`src/rtl/core/crc_fc_pkg.sv`:
```
`default_nettype none

package crc_fc_pkg;

   // fixed field widths
   localparam int BYTE_W      = 8;
   localparam int DATA_W      = 8;
   localparam int NIBBLE_W    = 4;
   localparam int ERR_W       = 2;
   localparam int TOTAL_W     = 32;
   localparam int POLY_W      = 9;
   localparam int GLEN_W      = 4;
   localparam int PAD_W       = 3;
   localparam int CSR_INDEX_W = 2;
   localparam int CSR_DATA_W  = 9;

   // shortest generator the datapath honors
   localparam int MIN_GEN_LEN = 2;

   // register values after reset
   localparam logic              WIDE_RESET = 1'b1;
   localparam logic [POLY_W-1:0] POLY_RESET = 9'd11;
   localparam logic [GLEN_W-1:0] GLEN_RESET = 4'd4;
   localparam logic [PAD_W-1:0]  PAD_RESET  = 3'd1;

   typedef enum logic [CSR_INDEX_W-1:0] {
      CSR_WIDE_MODE = 2'd0,
      CSR_GEN_POLY  = 2'd1,
      CSR_GEN_LEN   = 2'd2,
      CSR_PAD_BITS  = 2'd3
   } csr_reg_type;

endpackage

`default_nettype wire

```
`src/rtl/core/crc_fc_divide.sv`:
```
`default_nettype none

module crc_fc_divide #(
   parameter int MAX_GEN_LEN = 9
) (
   input  wire logic [crc_fc_pkg::DATA_W-1+MAX_GEN_LEN-1:0]           cw_word,
   input  wire logic [$clog2(crc_fc_pkg::DATA_W+MAX_GEN_LEN)-1:0]     cw_len,
   input  wire logic [$clog2(MAX_GEN_LEN+1)-1:0]                      gen_len,
   input  wire logic [MAX_GEN_LEN-1:0]                                gen_div,
   output logic                                                       remainder_nz
);

   localparam int CW_W  = crc_fc_pkg::DATA_W - 1 + MAX_GEN_LEN;
   localparam int LEN_W = $clog2(CW_W + 1);
   localparam int IW    = $clog2(CW_W);
   localparam int STEPS = crc_fc_pkg::DATA_W;

   // long division, one generator alignment per step, msb first
   always_comb begin
      logic [CW_W-1:0]        rem;
      logic [IW-1:0]          top;
      logic [LEN_W-1:0]       shamt;
      logic [MAX_GEN_LEN-1:0] rmask;
      rem   = cw_word;
      top   = '0;
      shamt = '0;
      for (int i = 0; i < STEPS; i++) begin
         if (int'(gen_len) + i <= int'(cw_len)) begin
            top   = IW'(int'(cw_len) - 1 - i);
            shamt = LEN_W'(int'(cw_len) - int'(gen_len) - i);
            if (rem[top]) begin
               rem = rem ^ (CW_W'(gen_div) << shamt);
            end
         end
      end
      // remainder is the low gen_len-1 bits
      rmask = ({{(MAX_GEN_LEN-1){1'b0}}, 1'b1} << (gen_len - 1'b1)) - 1'b1;
      remainder_nz = |(rem[MAX_GEN_LEN-1:0] & rmask);
   end

endmodule

`default_nettype wire

```
`config.mk`:
```
export PLATFORM = sky130hd
export DESIGN_NAME = crc_fc_divide
export DESIGN_NICKNAME = d
export VERILOG_FILES = /design/src/rtl/core/crc_fc_pkg.sv /design/src/rtl/core/crc_fc_divide.sv
export SDC_FILE = /design/constraint.sdc
export NUM_CORES = 1
export LEC_CHECK = 0
export ABC_AREA = 1
export ABC_CLOCK_PERIOD_IN_PS = 12600
export BUFFER_PORTS_ARGS = -buffer_cell sky130_fd_sc_hd__buf_2
export CAP_MARGIN = 30
export CORE_ASPECT_RATIO = 1.2
export CORE_UTILIZATION = 40
export DETAILED_ROUTE_END_ITERATION = 10
export PLACE_DENSITY_LB_ADDON = 0.1
export SYNTH_ARGS = -nofsm -noshare
export SYNTH_HDL_FRONTEND = slang
export SYNTH_SLANG_ARGS = --single-unit
```
`constraint.sdc`:
```
create_clock -name vclk -period 12.6
set_input_delay 1.89 -clock vclk [all_inputs]
set_output_delay 1.89 -clock vclk [all_outputs]
set_load 0.01 [all_outputs]
```
==> run metrics <==
outcome finished, final reports clean; Post-Synthesis Cells 1820; wire per inst 19.1 um; global placer's final weighted congestion 1.09; commonest non-fill, non-tap cell in the layout sky130_fd_sc_hd__nand2_1; share of power burned in the clock network 0%; unrepaired setup endpoints after global routing yes; Comb pwr share 100.0%; Final setup viols 0; buffers added on ports 35; number of filler instances in the final layout 2469; number of flip-flops and latches 0; cell type with the largest total area after synthesis sky130_fd_sc_hd__nand2_1; Cell Rows 59; most used cells in the layout excluding fill and tap cells sky130_fd_sc_hd__nand2_1, sky130_fd_sc_hd__inv_1, sky130_fd_sc_hd__nand3_1; final hold violation count 0; CP endpoint kind primary output; core footprint 21800 um^2; synthesized net count 1920; Cell Count, Final, Fillers Out 2176; estimated wirelength of the detail-placed design 34.1 mm; footprint of the flip-flops and latches 0 um^2; most prevalent standard cell on the critical path sky130_fd_sc_hd__nand2_1; WL final 41.5 mm; top area cells in the synthesized netlist sky130_fd_sc_hd__nand2_1, sky130_fd_sc_hd__nand3_1, sky130_fd_sc_hd__inv_1; fraction of power spent switching nets 69.2%; layout overhead on the synthesized area 17.7%; worst voltage drop across the vdd grid 0.0423 mV; Leakage 0.00562 uW; DRC violations left 0; fin crit period 12160 ps; clock buffer count in the final layout 0; Yosys warnings 0; Detail Route Antenna Nets 0; DIE AREA 22900 um^2; effective utilization at floorplan 41.0%; Worst Path Arrival 10270 ps; global-route wire length before repair 60.2 mm; share of total power in sequential cells 0%; Highest Clock Rate 82.3 MHz; First DRT Iteration DRCs 1280; Post-Synthesis Cell Area 8930 um^2; layout cells sized above 1 16.2%; least setup slack across all paths after layout 442 ps; total instance count after detailed placement 2114; max-slew violation total from the final report 0; Syn Area/Cell 4.91 um^2; multi-input gate area in the final layout 8010 um^2; Crit Path Class primary input to primary output; startpoint of the tightest hold check path gen_div[0]; count of hold buffers inserted by post-cts repair 0; P_int 406 uW; pin count of the biggest net entering global routing 28; via count of the first global-routing pass 10.5k; number of antenna violations at the first check in global routing 0; Data required, critical path 10710 ps; number of cells traversed by the worst hold path 12; GRT Residual Overflow 0; Via-to-Cell Ratio 5.64; I/O Pins 35; Final Net Count 2004; Max-Cap Viols 0; Final period util 96.5%; master of the slowest instance on the critical path sky130_fd_sc_hd__fa_2; vias 12.3k; Place WS -314 ps; Hold Path End remainder_nz; share of Yosys cell area claimed by the top area cell type 25.1%; first drt pass iteration count 6; hold crit path type primary input to primary output; worst rel slew slack 32.2%; Max stage delay on crit path 620 ps; net switching power figure 913 uW; die width 138 um; Overall Global Routing Usage 34.1%; number of diodes added for antenna fixing 0; number of distinct standard cells referenced by the synthesized netlist 46; height of the die 166 um; startpoint class of the critical path primary input; critical path fanouts, max 22; transition time at the pin with the least slew margin 1020 ps; part of the Yosys area used for sequential elements 0%; total power divided by cell area 126 nW/um^2
==> power by group through the flow <==
stage | registers, uW | clock network, uW | logic [uW]
after floorplan | 0 | 0 | 821
after global placement | 0 | 0 | 1110
after detailed placement | 0 | 0 | 1110
after CTS | 0 | 0 | 1130
after global routing | 0 | 0 | 1440
final | 0 | 0 | 1320
==> synth_stat cells, types with 3 or more instances <==
| cell type | instances |
|---|---|
| sky130_fd_sc_hd__clkinv_1 | 6 |
| sky130_fd_sc_hd__buf_4 | 20 |
| sky130_fd_sc_hd__a21oi_1 | 69 |
| sky130_fd_sc_hd__o21ai_1 | 10 |
| sky130_fd_sc_hd__inv_1 | 265 |
| sky130_fd_sc_hd__inv_2 | 16 |
| sky130_fd_sc_hd__a211oi_1 | 20 |
| sky130_fd_sc_hd__xor2_1 | 20 |
| sky130_fd_sc_hd__nand3_4 | 3 |
| sky130_fd_sc_hd__nand2_1 | 596 |
| sky130_fd_sc_hd__nand3_1 | 202 |
| sky130_fd_sc_hd__nor2_1 | 209 |
| sky130_fd_sc_hd__xnor2_1 | 6 |
| sky130_fd_sc_hd__nor4_1 | 7 |
| sky130_fd_sc_hd__buf_2 | 15 |
| sky130_fd_sc_hd__nor3_1 | 28 |
| sky130_fd_sc_hd__nor2_2 | 4 |
| sky130_fd_sc_hd__or2_2 | 5 |
| sky130_fd_sc_hd__nand4_1 | 71 |
| sky130_fd_sc_hd__nand3_2 | 12 |
| sky130_fd_sc_hd__nand2_4 | 6 |
| sky130_fd_sc_hd__a221oi_1 | 6 |
| sky130_fd_sc_hd__o211ai_1 | 3 |
| sky130_fd_sc_hd__nand3b_1 | 5 |
| sky130_fd_sc_hd__o21ai_0 | 70 |
| sky130_fd_sc_hd__buf_6 | 11 |
| sky130_fd_sc_hd__nand2_2 | 10 |
| sky130_fd_sc_hd__inv_4 | 3 |
| sky130_fd_sc_hd__o21bai_1 | 19 |
| sky130_fd_sc_hd__ha_1 | 65 |
| sky130_fd_sc_hd__nor2_4 | 3 |
| sky130_fd_sc_hd__clkbuf_1 | 16 |
==> routing by layer <==
layer  part of all wire (%)  GRT usage [%]
met1                     41           42.3
met2                     46           58.9
met3                    7.3           3.82
met4                    5.8           15.3
met5                      0              0
==> kinds of logic after synthesis <==
| logic type | share of synthesized area, % |
|---|---|
| xor gates and xnor gates | 2.91 |
| buffers and inverters | 17.1 |
| and+or+nand+nor | 57.3 |
| AOI/OAI and AO/OA | 13.4 |
| adders and majority gates | 9.33 |
==> layout make-up <==
| class | count | share of cell area, % |
|---|---|---|
| Timing Repair Buffer | 134 | 9.74 |
| Inverter | 291 | 10.7 |
| Tap cell | 274 | 3.26 |
| Timing Repair inverter | 1 | 0.0714 |
| Multi-Input combinational cell | 1476 | 76.2 |
==> critical path: cells and delay by family <==
family                     cells  cell delay [ps]
adders and majority gates      2              760
AOI/OAI and AO/OA              2              560
buffers and inverters         16             1950
and+or+nand+nor               51             5040
==> how the worst max path moves through the flow <==
stage / startpoint / endpoint / slack, ps / cells past startpoint
floorplan: cw_len[0] / remainder_nz / 1390 / 76
global placement: cw_len[0] / remainder_nz / -180 / 69
detailed placement: cw_len[0] / remainder_nz / -310 / 68
CTS: cw_len[0] / remainder_nz / 3 / 78
global route: cw_len[0] / remainder_nz / -150 / 78
finish: cw_len[0] / remainder_nz / 440 / 71
==> through the flow <==
stage          hold WS [ps]  instance area, um^2  TNS (ps)  total power, uW  utilization (%)
2_1_floorplan          4350                 8930         0              821                -
6_report               4820                10500         0             1320             48.3
4_1_cts                4810                 9480         0             1130             43.5
3_5_place_dp           4800                 9390      -314             1110             43.1
3_3_place_gp           4780                 9390      -184             1110             43.1
5_1_grt                4950                10500      -148             1440             48.3
==> repair_timing <==
item,in CTS,in global routing
pin swaps,2,39
setup buffers,4,47
endpoints found under the hold margin,0,0
setup endpoints to repair,1,1
resized for setup,10,152
cloned,0,11
No activity file was read; power rests on OpenSTA's default activity.
